$ cat config.mk
export PLATFORM = sky130hd
export DESIGN_NAME = mpeg1_audio_header_decoder_flat
export DESIGN_NICKNAME = d
export VERILOG_FILES = /design/src/rtl/mahd_pkg.sv /design/src/rtl/mahd_if.sv /design/src/rtl/mpeg1_audio_header_decoder.sv /design/src/rtl/mahd_decode.sv /design/src/rtl/mahd_align.sv /design/src/rtl/mahd_div.sv /design/src/flat_wrapper.sv
export SDC_FILE = /design/constraint.sdc
export NUM_CORES = 2
export LEC_CHECK = 0
export BUFFER_PORTS_ARGS = -buffer_cell sky130_fd_sc_hd__buf_4
export CORE_AREA = 3 3 287 261
export DETAILED_ROUTE_END_ITERATION = 12
export DIE_AREA = 0 0 290 264
export PLACE_DENSITY = 0.72
export SETUP_SLACK_MARGIN = 0.4
export SYNTH_ARGS = -nofsm -noshare
export SYNTH_HDL_FRONTEND = slang
export SYNTH_SLANG_ARGS = --single-unit
export TNS_END_PERCENT = 1
$ cat constraint.sdc
create_clock -name clk -period 14 [get_ports clk]
set_clock_uncertainty 0.2 [all_clocks]
set_input_delay 0.7 -clock clk [delete_from_list [all_inputs] [get_ports clk]]
set_output_delay 0.7 -clock clk [all_outputs]
set_load 0.01 [all_outputs]
$ cat src/rtl/mahd_pkg.sv
// Shared types, constants and lookup functions for the MPEG-1 audio header decoder.
package mahd_pkg;

  localparam int NUM_STAGES = 8;

  typedef enum logic [2:0] {
    ST_OK          = 3'd0,
    ST_NOT_MPEG1   = 3'd1,
    ST_BAD_LAYER   = 3'd2,
    ST_BAD_BITRATE = 3'd3,
    ST_BAD_SRATE   = 3'd4
  } status_t;

  typedef enum logic [1:0] {
    DIV_441 = 2'd0,
    DIV_48  = 2'd1,
    DIV_32  = 2'd2
  } div_sel_t;

  localparam logic [1:0]  LAYER_1 = 2'd1;
  localparam logic [1:0]  LAYER_2 = 2'd2;
  localparam logic [1:0]  LAYER_3 = 2'd3;

  localparam logic [15:0] SR_44100 = 16'd44100;
  localparam logic [15:0] SR_48000 = 16'd48000;
  localparam logic [15:0] SR_32000 = 16'd32000;

  localparam logic [9:0]  BR_SCALE = 10'd1000;

  // Frame-size coefficients (384>>3 and 1152>>3); the CD variants carry an extra
  // factor of ten so that 44100 reduces to a divisor of 441.
  localparam logic [10:0] COEF_L1    = 11'd48;
  localparam logic [10:0] COEF_L2    = 11'd144;
  localparam logic [10:0] COEF_L1_CD = 11'd480;
  localparam logic [10:0] COEF_L2_CD = 11'd1440;

  // Reciprocals scaled by 2^28; the one for 32 is exactly 2^23 and needs 24 bits.
  localparam int          RECIP_SHIFT = 28;
  localparam logic [23:0] RECIP_441   = 24'(268435456 / 441);
  localparam logic [23:0] RECIP_48    = 24'(268435456 / 48);
  localparam logic [23:0] RECIP_32    = 24'(268435456 / 32);

  localparam logic [8:0] RATE_L1 [16] = '{
    9'd0, 9'd32, 9'd64, 9'd96, 9'd128, 9'd160, 9'd192, 9'd224,
    9'd256, 9'd288, 9'd320, 9'd352, 9'd384, 9'd416, 9'd448, 9'd0};
  localparam logic [8:0] RATE_L2 [16] = '{
    9'd0, 9'd32, 9'd48, 9'd56, 9'd64, 9'd80, 9'd96, 9'd112,
    9'd128, 9'd160, 9'd192, 9'd224, 9'd256, 9'd320, 9'd384, 9'd0};
  localparam logic [8:0] RATE_L3 [16] = '{
    9'd0, 9'd32, 9'd40, 9'd48, 9'd56, 9'd64, 9'd80, 9'd96,
    9'd112, 9'd128, 9'd160, 9'd192, 9'd224, 9'd256, 9'd320, 9'd0};

  typedef struct packed {
    status_t     status;
    logic [1:0]  layer;
    logic [18:0] bit_rate;
    logic [15:0] sample_rate;
    logic [1:0]  channel_mode;
    logic [1:0]  mode_extension;
    logic [1:0]  emphasis;
    logic [3:0]  header_flags;
    logic [1:0]  channel_count;
    logic [15:0] bytes_per_second;
  } hdr_info_t;

  typedef struct packed {
    logic [8:0]  kbps;
    logic [10:0] coef;
    div_sel_t    dsel;
    logic        unit;
  } align_req_t;

  typedef struct packed {
    hdr_info_t  info;
    align_req_t req;
  } dec_t;

  function automatic logic [8:0] rate_kbps(input logic [1:0] layer, input logic [3:0] idx);
    logic [8:0] r;
    case (layer)
      LAYER_1: begin
        r = RATE_L1[idx];
      end
      LAYER_2: begin
        r = RATE_L2[idx];
      end
      LAYER_3: begin
        r = RATE_L3[idx];
      end
      default: begin
        r = '0;
      end
    endcase
    return r;
  endfunction

  function automatic logic [8:0] div_const(input div_sel_t sel);
    logic [8:0] d;
    case (sel)
      DIV_441: begin
        d = 9'd441;
      end
      DIV_48: begin
        d = 9'd48;
      end
      DIV_32: begin
        d = 9'd32;
      end
      default: begin
        d = 9'd32;
      end
    endcase
    return d;
  endfunction

  function automatic logic [23:0] div_recip(input div_sel_t sel);
    logic [23:0] r;
    case (sel)
      DIV_441: begin
        r = RECIP_441;
      end
      DIV_48: begin
        r = RECIP_48;
      end
      DIV_32: begin
        r = RECIP_32;
      end
      default: begin
        r = RECIP_32;
      end
    endcase
    return r;
  endfunction

endpackage

$ cat src/rtl/mahd_if.sv
// Valid/ready channel interfaces for the header decoder input and result items.
interface mahd_in_if;
  logic        valid;
  logic        ready;
  logic [31:0] header_word;

  modport source (output valid, output header_word, input ready);
  modport sink   (input valid, input header_word, output ready);
endinterface

interface mahd_out_if;
  logic        valid;
  logic        ready;
  logic [2:0]  status;
  logic [1:0]  layer;
  logic [18:0] bit_rate;
  logic [15:0] sample_rate;
  logic [1:0]  channel_mode;
  logic [1:0]  mode_extension;
  logic [1:0]  emphasis;
  logic [3:0]  header_flags;
  logic [1:0]  channel_count;
  logic [15:0] bytes_per_second;
  logic [10:0] block_align;
  logic [15:0] block_size;

  modport source (output valid, input ready, output status, output layer, output bit_rate,
                  output sample_rate, output channel_mode, output mode_extension,
                  output emphasis, output header_flags, output channel_count,
                  output bytes_per_second, output block_align, output block_size);
  modport sink   (input valid, output ready, input status, input layer, input bit_rate,
                  input sample_rate, input channel_mode, input mode_extension,
                  input emphasis, input header_flags, input channel_count,
                  input bytes_per_second, input block_align, input block_size);
endinterface

$ cat src/rtl/mpeg1_audio_header_decoder.sv
// Top level of the MPEG-1 audio frame header decoder pipeline.
//
// Decodes one 32-bit MPEG-1 audio frame header per item (first byte in bits 31..24)
// into status, layer, bitrate, sample rate, mode fields, flags, channel count,
// bytes per second, frame size (block align) and ceil(bytes per second / block align).
// Padding and sync bits are not examined; any failed check (id bit, layer, bitrate
// index, sample rate, in that order) returns its status with every other field zero.
// The block is an eight-stage pipeline with valid bits: stage 0 decodes fields and
// reads the bitrate table, stages 1-3 form the frame size (coefficient multiply,
// reciprocal multiply for the sample-rate divide, remainder correction), and stages
// 4-7 run a restoring divider four quotient bits at a time; stage 7 is the output
// register. One item is taken every cycle while out_chan.ready is high. Each stage
// holds independently, so bubbles collapse and a new item is accepted while a
// finished result waits on out_chan.ready, until all eight stages hold items. No
// state is kept between items and there is no configuration.
module mpeg1_audio_header_decoder (
  input  logic      clk,
  input  logic      rst_n,
  mahd_in_if.sink   in_chan,
  mahd_out_if.source out_chan
);

  localparam int NS = mahd_pkg::NUM_STAGES;

  logic [NS-1:0]       v_r;
  logic [NS-1:0]       v_nxt;
  logic [NS:0]         rdy;

  mahd_pkg::dec_t      dec_r;
  mahd_pkg::hdr_info_t info_r [1:NS-1];
  logic [10:0]         align_r;
  logic [15:0]         quo;
  logic [10:0]         dvs;
  logic                ok;

  // Stage may advance when empty or when its successor advances.
  always_comb begin
    rdy[NS] = out_chan.ready;
    for (int k = NS - 1; k >= 0; k--) begin
      rdy[k] = !v_r[k] || rdy[k+1];
    end
  end

  always_comb begin
    v_nxt[0] = rdy[0] ? in_chan.valid : v_r[0];
    for (int k = 1; k < NS; k++) begin
      if (rdy[k]) begin
        v_nxt[k] = v_r[k-1];
      end else begin
        v_nxt[k] = v_r[k];
      end
    end
  end

  always_ff @(posedge clk) begin
    if (!rst_n) begin
      v_r <= '0;
    end else begin
      v_r <= v_nxt;
    end
  end

  assign in_chan.ready = rdy[0];

  mahd_decode u_decode (
    .clk         (clk),
    .en          (rdy[0]),
    .header_word (in_chan.header_word),
    .dec_r       (dec_r)
  );

  mahd_align u_align (
    .clk     (clk),
    .en      (rdy[3:1]),
    .req     (dec_r.req),
    .align_r (align_r)
  );

  mahd_div u_div (
    .clk   (clk),
    .en    (rdy[7:4]),
    .bps   (info_r[3].bytes_per_second),
    .align (align_r),
    .quo   (quo),
    .dvs   (dvs)
  );

  // Carry the decoded fields alongside the arithmetic stages.
  always_ff @(posedge clk) begin
    if (rdy[1]) begin
      info_r[1] <= dec_r.info;
    end
    for (int k = 2; k < NS; k++) begin
      if (rdy[k]) begin
        info_r[k] <= info_r[k-1];
      end
    end
  end

  assign ok = (info_r[NS-1].status == mahd_pkg::ST_OK);

  assign out_chan.valid            = v_r[NS-1];
  assign out_chan.status           = info_r[NS-1].status;
  assign out_chan.layer            = info_r[NS-1].layer;
  assign out_chan.bit_rate         = info_r[NS-1].bit_rate;
  assign out_chan.sample_rate      = info_r[NS-1].sample_rate;
  assign out_chan.channel_mode     = info_r[NS-1].channel_mode;
  assign out_chan.mode_extension   = info_r[NS-1].mode_extension;
  assign out_chan.emphasis         = info_r[NS-1].emphasis;
  assign out_chan.header_flags     = info_r[NS-1].header_flags;
  assign out_chan.channel_count    = info_r[NS-1].channel_count;
  assign out_chan.bytes_per_second = info_r[NS-1].bytes_per_second;
  // Zero the derived sizes on error items.
  assign out_chan.block_align      = ok ? dvs : '0;
  assign out_chan.block_size       = ok ? quo : '0;

  // Error items carry nothing but their status.
  a_err_zero: assert property (@(posedge clk) disable iff (!rst_n)
    out_chan.valid && !ok |->
      out_chan.bit_rate == '0 && out_chan.block_align == '0 && out_chan.block_size == '0)
    else $error("error item carries nonzero fields");

  // Layer 3 frames have unit align, so block size equals bytes per second.
  a_l3_unit: assert property (@(posedge clk) disable iff (!rst_n)
    out_chan.valid && ok && out_chan.layer == mahd_pkg::LAYER_3 |->
      out_chan.block_align == 11'd1 && out_chan.block_size == out_chan.bytes_per_second)
    else $error("layer 3 align or size mismatch");

  // Block size is the ceiling of bytes per second over align.
  a_ceil: assert property (@(posedge clk) disable iff (!rst_n)
    out_chan.valid && ok |->
      (27'(out_chan.block_align) * 27'(out_chan.block_size)
         >= 27'(out_chan.bytes_per_second)) &&
      (27'(out_chan.block_align) * 27'(out_chan.block_size - 16'd1)
         < 27'(out_chan.bytes_per_second)))
    else $error("block size is not the ceiling quotient");

  // Bytes per second tracks the bitrate that traveled with it.
  a_bps: assert property (@(posedge clk) disable iff (!rst_n)
    out_chan.valid && ok |->
      out_chan.bytes_per_second == 16'(out_chan.bit_rate >> 3))
    else $error("bytes per second does not match bitrate");

endmodule

$ cat src/rtl/mahd_decode.sv
// Field extraction, validity checks and bitrate table lookup (first pipeline stage).
module mahd_decode (
  input  logic               clk,
  input  logic               en,
  input  logic [31:0]        header_word,
  output mahd_pkg::dec_t     dec_r
);

  mahd_pkg::dec_t dec_nxt;

  always_comb begin
    logic [31:0]        w;
    logic [1:0]         layer_v;
    logic [8:0]         kbps_v;
    logic [15:0]        sr_v;
    logic               cd_v;
    mahd_pkg::div_sel_t dsel_v;
    mahd_pkg::status_t  st_v;
    logic [18:0]        br_v;

    w       = header_word;
    layer_v = '0;
    kbps_v  = '0;
    sr_v    = '0;
    cd_v    = 1'b0;
    dsel_v  = mahd_pkg::DIV_32;
    st_v    = mahd_pkg::ST_OK;
    dec_nxt = '0;

    // Checks run in order; the first failure wins.
    if (!w[19]) begin
      st_v = mahd_pkg::ST_NOT_MPEG1;
    end else begin
      case (w[18:17])
        2'b11: begin
          layer_v = mahd_pkg::LAYER_1;
        end
        2'b10: begin
          layer_v = mahd_pkg::LAYER_2;
        end
        2'b01: begin
          layer_v = mahd_pkg::LAYER_3;
        end
        default: begin
          st_v = mahd_pkg::ST_BAD_LAYER;
        end
      endcase
    end

    if (st_v == mahd_pkg::ST_OK) begin
      kbps_v = mahd_pkg::rate_kbps(layer_v, w[15:12]);
      if (kbps_v == '0) begin
        st_v = mahd_pkg::ST_BAD_BITRATE;
      end
    end

    if (st_v == mahd_pkg::ST_OK) begin
      case (w[11:10])
        2'd0: begin
          sr_v   = mahd_pkg::SR_44100;
          dsel_v = mahd_pkg::DIV_441;
          cd_v   = 1'b1;
        end
        2'd1: begin
          sr_v   = mahd_pkg::SR_48000;
          dsel_v = mahd_pkg::DIV_48;
        end
        2'd2: begin
          sr_v   = mahd_pkg::SR_32000;
          dsel_v = mahd_pkg::DIV_32;
        end
        default: begin
          st_v = mahd_pkg::ST_BAD_SRATE;
        end
      endcase
    end

    br_v = 19'(kbps_v) * 19'(mahd_pkg::BR_SCALE);

    dec_nxt.info.status = st_v;
    if (st_v == mahd_pkg::ST_OK) begin
      dec_nxt.info.layer            = layer_v;
      dec_nxt.info.bit_rate         = br_v;
      dec_nxt.info.sample_rate      = sr_v;
      dec_nxt.info.channel_mode     = w[7:6];
      dec_nxt.info.mode_extension   = w[5:4];
      dec_nxt.info.emphasis         = w[1:0];
      dec_nxt.info.header_flags     = {w[2], w[3], w[8], w[16]};
      dec_nxt.info.channel_count    = (w[7:6] == 2'd3) ? 2'd1 : 2'd2;
      dec_nxt.info.bytes_per_second = 16'(br_v >> 3);
      dec_nxt.req.kbps              = kbps_v;
      dec_nxt.req.dsel              = dsel_v;
      dec_nxt.req.unit              = (layer_v == mahd_pkg::LAYER_3);
      case (layer_v)
        mahd_pkg::LAYER_1: begin
          dec_nxt.req.coef = cd_v ? mahd_pkg::COEF_L1_CD : mahd_pkg::COEF_L1;
        end
        mahd_pkg::LAYER_2: begin
          dec_nxt.req.coef = cd_v ? mahd_pkg::COEF_L2_CD : mahd_pkg::COEF_L2;
        end
        default: begin
          dec_nxt.req.coef = '0;
        end
      endcase
    end
  end

  always_ff @(posedge clk) begin
    if (en) begin
      dec_r <= dec_nxt;
    end
  end

endmodule

$ cat src/rtl/mahd_align.sv
// Three-stage frame size unit: coefficient product, reciprocal multiply, remainder fix-up.
module mahd_align (
  input  logic                 clk,
  input  logic [2:0]           en,
  input  mahd_pkg::align_req_t req,
  output logic [10:0]          align_r
);

  logic [19:0]        s2_n_r;
  mahd_pkg::div_sel_t s2_dsel_r;
  logic               s2_unit_r;

  logic [14:0]        s3_q_r;
  logic [19:0]        s3_n_r;
  mahd_pkg::div_sel_t s3_dsel_r;
  logic               s3_unit_r;

  logic [19:0]        s2_n_nxt;
  logic [43:0]        s3_prod;
  logic [14:0]        s3_q_nxt;
  logic [10:0]        align_nxt;

  // Numerator: coefficient times kbps.
  assign s2_n_nxt = 20'(req.kbps) * 20'(req.coef);

  // Estimate quotient; low by at most one.
  assign s3_prod  = 44'(s2_n_r) * 44'(mahd_pkg::div_recip(s2_dsel_r));
  assign s3_q_nxt = 15'(s3_prod >> mahd_pkg::RECIP_SHIFT);

  always_comb begin
    logic [19:0] d;
    logic [19:0] rem;
    logic [14:0] q;

    d   = 20'(mahd_pkg::div_const(s3_dsel_r));
    rem = s3_n_r - (20'(s3_q_r) * d);
    q   = s3_q_r;
    if (rem >= d) begin
      q = s3_q_r + 15'd1;
    end
    if (s3_unit_r || (q == '0)) begin
      align_nxt = 11'd1;
    end else begin
      align_nxt = q[10:0];
    end
  end

  always_ff @(posedge clk) begin
    if (en[0]) begin
      s2_n_r    <= s2_n_nxt;
      s2_dsel_r <= req.dsel;
      s2_unit_r <= req.unit;
    end
    if (en[1]) begin
      s3_q_r    <= s3_q_nxt;
      s3_n_r    <= s2_n_r;
      s3_dsel_r <= s2_dsel_r;
      s3_unit_r <= s2_unit_r;
    end
    if (en[2]) begin
      align_r <= align_nxt;
    end
  end

endmodule

$ cat src/rtl/mahd_div.sv
// Four-stage restoring divider, four quotient bits per stage, for ceil(bps / align).
module mahd_div (
  input  logic        clk,
  input  logic [3:0]  en,
  input  logic [15:0] bps,
  input  logic [10:0] align,
  output logic [15:0] quo,
  output logic [10:0] dvs
);

  logic [15:0] nq_r  [4];
  logic [11:0] rem_r [4];
  logic [10:0] dvs_r [4];

  logic [15:0] nq_nxt  [4];
  logic [11:0] rem_nxt [4];
  logic [10:0] dvs_nxt [4];

  // Numerator shifts out of the top of nq while quotient bits shift in at the bottom.
  always_comb begin
    logic [15:0] nq;
    logic [11:0] rem;
    logic [10:0] d;

    for (int s = 0; s < 4; s++) begin
      if (s == 0) begin
        nq  = 16'(17'(bps) + 17'(align) - 17'd1);
        rem = '0;
        d   = align;
      end else begin
        nq  = nq_r[s-1];
        rem = rem_r[s-1];
        d   = dvs_r[s-1];
      end
      for (int b = 0; b < 4; b++) begin
        rem = {rem[10:0], nq[15]};
        nq  = {nq[14:0], 1'b0};
        if (rem >= {1'b0, d}) begin
          rem   = rem - {1'b0, d};
          nq[0] = 1'b1;
        end
      end
      nq_nxt[s]  = nq;
      rem_nxt[s] = rem;
      dvs_nxt[s] = d;
    end
  end

  always_ff @(posedge clk) begin
    for (int s = 0; s < 4; s++) begin
      if (en[s]) begin
        nq_r[s]  <= nq_nxt[s];
        rem_r[s] <= rem_nxt[s];
        dvs_r[s] <= dvs_nxt[s];
      end
    end
  end

  assign quo = nq_r[3];
  assign dvs = dvs_r[3];

endmodule
$ cat src/flat_wrapper.sv
// flat-port wrapper written by rule: the top's interface ports become plain ports
module mpeg1_audio_header_decoder_flat 
  (clk, rst_n, in_chan_valid, in_chan_header_word, in_chan_ready, out_chan_valid, out_chan_ready, out_chan_status, out_chan_layer, out_chan_bit_rate, out_chan_sample_rate, out_chan_channel_mode, out_chan_mode_extension, out_chan_emphasis, out_chan_header_flags, out_chan_channel_count, out_chan_bytes_per_second, out_chan_block_align, out_chan_block_size);
  mahd_in_if in_chan_i ();
  mahd_out_if out_chan_i ();
  input  logic clk;
  input  logic rst_n;
  input wire logic [$bits(in_chan_i.valid)-1:0] in_chan_valid;
  input wire logic [$bits(in_chan_i.header_word)-1:0] in_chan_header_word;
  output wire logic [$bits(in_chan_i.ready)-1:0] in_chan_ready;
  output wire logic [$bits(out_chan_i.valid)-1:0] out_chan_valid;
  input wire logic [$bits(out_chan_i.ready)-1:0] out_chan_ready;
  output wire logic [$bits(out_chan_i.status)-1:0] out_chan_status;
  output wire logic [$bits(out_chan_i.layer)-1:0] out_chan_layer;
  output wire logic [$bits(out_chan_i.bit_rate)-1:0] out_chan_bit_rate;
  output wire logic [$bits(out_chan_i.sample_rate)-1:0] out_chan_sample_rate;
  output wire logic [$bits(out_chan_i.channel_mode)-1:0] out_chan_channel_mode;
  output wire logic [$bits(out_chan_i.mode_extension)-1:0] out_chan_mode_extension;
  output wire logic [$bits(out_chan_i.emphasis)-1:0] out_chan_emphasis;
  output wire logic [$bits(out_chan_i.header_flags)-1:0] out_chan_header_flags;
  output wire logic [$bits(out_chan_i.channel_count)-1:0] out_chan_channel_count;
  output wire logic [$bits(out_chan_i.bytes_per_second)-1:0] out_chan_bytes_per_second;
  output wire logic [$bits(out_chan_i.block_align)-1:0] out_chan_block_align;
  output wire logic [$bits(out_chan_i.block_size)-1:0] out_chan_block_size;
  assign in_chan_i.valid = in_chan_valid;
  assign in_chan_i.header_word = in_chan_header_word;
  assign in_chan_ready = in_chan_i.ready;
  assign out_chan_valid = out_chan_i.valid;
  assign out_chan_i.ready = out_chan_ready;
  assign out_chan_status = out_chan_i.status;
  assign out_chan_layer = out_chan_i.layer;
  assign out_chan_bit_rate = out_chan_i.bit_rate;
  assign out_chan_sample_rate = out_chan_i.sample_rate;
  assign out_chan_channel_mode = out_chan_i.channel_mode;
  assign out_chan_mode_extension = out_chan_i.mode_extension;
  assign out_chan_emphasis = out_chan_i.emphasis;
  assign out_chan_header_flags = out_chan_i.header_flags;
  assign out_chan_channel_count = out_chan_i.channel_count;
  assign out_chan_bytes_per_second = out_chan_i.bytes_per_second;
  assign out_chan_block_align = out_chan_i.block_align;
  assign out_chan_block_size = out_chan_i.block_size;
  mpeg1_audio_header_decoder u_core (.clk(clk), .rst_n(rst_n), .in_chan(in_chan_i), .out_chan(out_chan_i));
endmodule
Yosys cells after proc, flatten, opt, wreduce, memory -nomap -nowiden
Memory sizes are Yosys's and may differ from the RTL's.
Cells that the tools add are included.
Widths: inputs -> output; s select.

cells by class
  add/subtract/negate cells = 20
  $mul = 4
  $lt $le $gt $ge = 18
  equal/unequal tests = 11
  multiplexer cells = 77
  bitwise logic cells = 1
  reductions and logical operators = 29

operators with widths
  cell                   number
  $ge 12x11->1           15
  $mux 11                14
  $sub 11x11->11         11
  $mux 9                 9
  $mux 12                4
  $pmux 16 s3            1
  $pmux 24 s2            1
  $sub 12x11->12         4
  $mul 20x24->43         1
  $mux 1                 32
  $pmux 9 s3             1
  $pmux 11 s2            1
  $ge 20x9->1            1
  $mul 15x9->20          1
  $mul 9x11->20          1
  $sub 20x20->20         1
  $pmux 9 s2             1
  $add 16x11->16         1
  $mul 9x7->16 const B   1
  $mux 16                1
  $sub 16x1->16 const B  1
  $add 15x1->15 const B  1
  $logic_not 15->1       1
  $mux 15                1
  other kinds (17)       54

word-level totals
  register bits = 155
  memory bits (writable) = 632
  bits in read-only memories = 432
  input bits = 36
  logic and storage cells = 198
  memories = 7

memory list
  name                depth  width  read ports  clocked after Yosys merged registers in  write ports  line                              RTL
  u_core.info_r       7      68     7           0                                        7            mpeg1_audio_header_decoder.sv:30  mahd_pkg::hdr_info_t info_r [1:NS-1];
  (no name shown)     16     9      1           0                                        0            mahd_pkg.sv:88                    r = RATE_L3[idx];
  (no name shown)     16     9      1           0                                        0            mahd_pkg.sv:85                    r = RATE_L2[idx];
  (no name shown)     16     9      1           0                                        0            mahd_pkg.sv:82                    r = RATE_L1[idx];
  u_core.u_div.nq_r   4      16     4           0                                        4            mahd_div.sv:11                    logic [15:0] nq_r [4];
  u_core.u_div.rem_r  4      12     3           0                                        4            mahd_div.sv:12                    logic [11:0] rem_r [4];
  +1 memories         n/a    n/a    n/a         n/a                                      n/a          n/a

Depth between registers and ports, before layout
  depth after elaboration = 13
  gate-level depth with buffers = 55
  gate-level depth less buffers = 52

By module
Synthesis repeated with hierarchy kept, for this count alone.

unflattened totals
  cell total of the unflattened synthesis = 4,506
  area, all modules = 52,985.8 um2

modules (own cells, without submodules)
  module                      instances  cells an instance  area each (um2)  sequential area each (um2)
  mahd_align                  1          1,988              19,642.6         2,162.1
  mpeg1_audio_header_decoder  1          610                15,328.5         14,453.9
  mahd_div                    1          1,548              14,183.6         4,234.1
  mahd_decode                 1          360                3,831.2          1,501.4

Worst setup path after synthesis
Ideal clock, no wire load.

  kind = reg2reg
  from = register u_core.u_align.align_r[1]
  to = memory u_core.u_div.rem_r[0][10], data pin
  setup time = 0.262 ns
  arrival = 10.460 ns
  data required time = 13.538 ns
  path slack = 3.078 ns
  stages on the path, launching flop included = 55
  path buffers = 3
  clock period less this slack = 10.922 ns
  cell sequence = edfxtp_1 > inv_1 > ha_1 > inv_1 > fa_1 > nor2b_1 > o21a_1 > o21ai_0 > a2111oi_1 > nor3_1 > o41ai_1 > xnor2_1 > inv_1 > ha_1 > nor2b_2 > a31oi_1 > or3_1 > buf_2 > [19 not listed] > a21o_1 > a21oi_1 > o21ai_1 > nand2_1 > buf_2 > mux2_2 > fa_1 > nor2b_1 > o21ai_0 > a21boi_0 > o21ai_0 > a2111oi_0 > o21a_1 > o21ai_0 > nand2_1 > a31oi_4 > inv_2 > mux2_1

RTL lines
  element                   line              RTL
  start: declaration        mahd_align.sv:6   output logic [10:0] align_r
  start signal: assignment  mahd_align.sv:61  align_r <= align_nxt;
  end: declaration          mahd_div.sv:12

==> reports/metrics.csv <==
metric,value,unit
actual slew at the worst max-slew pin,1.05,ns
max-cap viol count,0,
quantity of gates resized following cts,0,
Synth Area in Simple Gates,0.114,
largest net degree at the start of global routing,76,
Total GRT Usage,0.215,
chip width,290,um
mux contribution to synthesized area,0.0219,
Final GP Congestion,0.946,
fin nets,4380,
Die Span Y,264,um
met1 Use GR,0.319,
first-pass GRT wire length,133000,um
die area,0.0766,mm2
sequential element share of the synthesized area,0.390,
RSZ-0062 raised after global routing,no,
Synth Cell Area,0.0395,mm2
initial antenna violation count,1,
antenna-violating nets left,0,
Gate Count Post-Synth,3486,
Core Area,0.0717,mm2
grt met3 use,0.0234,
remaining global-route overflow,0,
r2r setup slk,1.52,ns
synthesized area per cell,11.3,um2
Starting Density,0.551,
worst min-delay path category,primary input to register,
Max Root-Sink Buffers,3,
met2 usage,0.346,
"Period Utilization, post-route",0.891,
Yosys warnings,0,
clk sinks,516,
worst-skew pair later-pin latency,0.63,ns
worst setup margin,1.52,ns
CTS tree,built,
WL final,82900,um
endpoints failing setup,0,
Place WS,0.974,ns
Final Hold Fails,0,
Post-Route Setup TNS,0,ns
H-Tree Depth,2,
Antenna diodes,0,
"Arr. time, crit path",12.63,ns
root buf cell,clkbuf_16,
CP Max Fanout,12,
Vias/cell,5.57,
fin. max-slew vios,0,
Post-Synth Adder-Cell Area,0.285,
number of I/O pins,133,
Port Buffers,105,
Synth cell types,103,
fmax,80.1,MHz
final instance area,0.0430,mm2
post-CTS setup buffers,0,
"flops & latches, synth",516,
crit end category,register,
number of global-route vias before repair,25104,
DRC,0,
DRT iter0 DRCs,1619,
HPWL after detailed placement,64300,um
ratio of cells with drive above 1 in the final layout,0.0897,
First-pass DRT Iterations,6,
GRT busiest layer,met2,
"Async S/R FF share, synth",0,
drt wl/cell,18.1,um
slew margin rel.,0.298,
fillcell total,5876,
Clock Pin Slew Worst Setup and Hold Paths,0.06,ns
Worst path slowest cell,edfxtp_1,
Hold Slack,0.146,ns
largest family of logic cells by synthesized area,adder cells,
row count,93,
Post-Synth XOR/XNOR Area,0.0339,
Worst EP required,14.15,ns
CP max stage delay,0.62,ns
hold_buf cts,0,
Synth Area in Compound Gates,0.0952,
Syn-to-layout area delta,8.87,%
"EDFF count, synth",508,
outcome,"complete, no violations",
Placed Area,0.0412,mm2
Startpoint Class,register,
ys flop type,edfxtp_1,
CTS Buf Count,52,
via count,25560,
crit path time final,12.48,ns
critical path class,register to register,
-- through the flow --
step / std cells / util
3_3_place_gp: 4492 / 0.575
4_1_cts: 4586 / 0.600
6_report: 4586 / 0.600
5_1_grt: 4586 / 0.600
2_1_floorplan: 3499 / -
3_5_place_dp: 4492 / 0.575
-- final cells by class --
| type | count | area (um2) | area share |
|---|---|---|---|
| flip-flops and latches | 516 | 15400 | 0.358 |
| clock buffers | 57 | 1320 | 0.0307 |
| multi-input cells | 2395 | 21800 | 0.507 |
| well taps | 950 | 1190 | 0.0276 |
| inverters | 511 | 1920 | 0.0447 |
| repair buffers | 120 | 901 | 0.0209 |
| clock inverters | 37 | 439 | 0.0102 |
-- placed cells by master, fill, tap and decap left out, drive strengths merged, types with 10 or more instances in the layout --
master	n
or2	13
nor3	76
and3	21
a21boi	28
nand2	171
a221o	10
inv	511
fa	255
nand2b	46
o31ai	18
o21a	29
buf	120
clkinv	29
and2	111
nand3	68
edfxtp	508
a2111oi	18
xor2	45
a211oi	19
nor3b	14
nor2b	68
mux2i	20
a31oi	12
o21bai	19
a21oi	124
nor2	173
o211ai	22
nand3b	13
nand4	34
o21ai	123
conb	14
mux2	59
clkbuf	57
nor4	14
ha	493
a21o	49
or3	21
xnor2	108
-- cells by family after synthesis --
family / Yosys count
buf+inv: 588
xor+xnor: 153
mux: 79
compound gates: 536
simple gates: 865
other cells: 1
flops: 516
fa+ha+maj: 748
-- critical path, delay by kind of cell, from the launching register on --
kind / cells / cell delay (ns)
compound gates: 25 / 5.71
flops: 1 / 0.62
xor+xnor: 1 / 0.21
fa+ha+maj: 5 / 1.69
simple gates: 11 / 2.41
buf+inv: 6 / 0.99
mux: 1 / 0.36
-- final timing paths --
path	start	endpoint	cells past startpoint
worst min-delay path	rst_n	u_core.v_r[7]	2
worst max register to register	u_core.u_align.align_r[1]	u_core.u_div.rem_r[0][8]	49
worst min register to register	u_core.info_r[1][66]	u_core.info_r[2][66]	0
worst max-delay path	u_core.u_align.align_r[1]	u_core.u_div.rem_r[0][8]	49
-- synthesized netlist by cell type (16+ instances only) --
cell | number | share of area
a211oi_1 | 19 | 0.0036
a21boi_0 | 27 | 0.0051
a21o_1 | 49 | 0.0093
a21oi_1 | 120 | 0.015
and2_1 | 110 | 0.017
and3_1 | 21 | 0.0033
buf_4 | 31 | 0.0059
clkbuf_1 | 29 | 0.0028
edfxtp_1 | 508 | 0.39
fa_1 | 255 | 0.13
ha_1 | 493 | 0.16
inv_1 | 506 | 0.048
mux2_2 | 47 | 0.013
mux2i_1 | 20 | 0.0051
nand2_1 | 170 | 0.016
nand2b_1 | 46 | 0.0073
nand3_1 | 67 | 0.0085
nand4_1 | 34 | 0.0054
nor2_1 | 172 | 0.016
nor2b_1 | 67 | 0.011
nor3_1 | 75 | 0.0095
o21a_1 | 28 | 0.0053
o21ai_0 | 109 | 0.014
o21bai_1 | 19 | 0.0036
o31ai_1 | 16 | 0.0030
or3_1 | 21 | 0.0033
xnor2_1 | 108 | 0.024
xor2_1 | 45 | 0.010
-- metal layers --
metal / share of wire / vias up / wire length (um)
li1: - / 12420 / -
met1: 0.47 / 12425 / 39300
met2: 0.46 / 606 / 38300
met3: 0.048 / 109 / 4010
met4: 0.016 / 0 / 1360
met5: 0 / - / 0
-- sequential cells by signal (all words and copies together), names as in the netlist --
| register | count |
|---|---|
| u_core.info_r | 259 |
| u_core.u_align.align_r | 11 |
| u_core.u_align.s2_dsel_r | 2 |
| u_core.u_align.s2_n_r | 13 |
| u_core.u_align.s2_unit_r | 1 |
| u_core.u_align.s3_dsel_r | 2 |
| u_core.u_align.s3_n_r | 13 |
| u_core.u_align.s3_q_r | 15 |
| u_core.u_align.s3_unit_r | 1 |
| u_core.u_decode.dec_r | 50 |
| u_core.u_div.dvs_r | 44 |
| u_core.u_div.nq_r | 64 |
| u_core.u_div.rem_r | 33 |
| u_core.v_r | 8 |
Power is left out: the tool's default activity adds up to more than one toggle a clock period on the data nets, which glitch-free logic cannot reach.
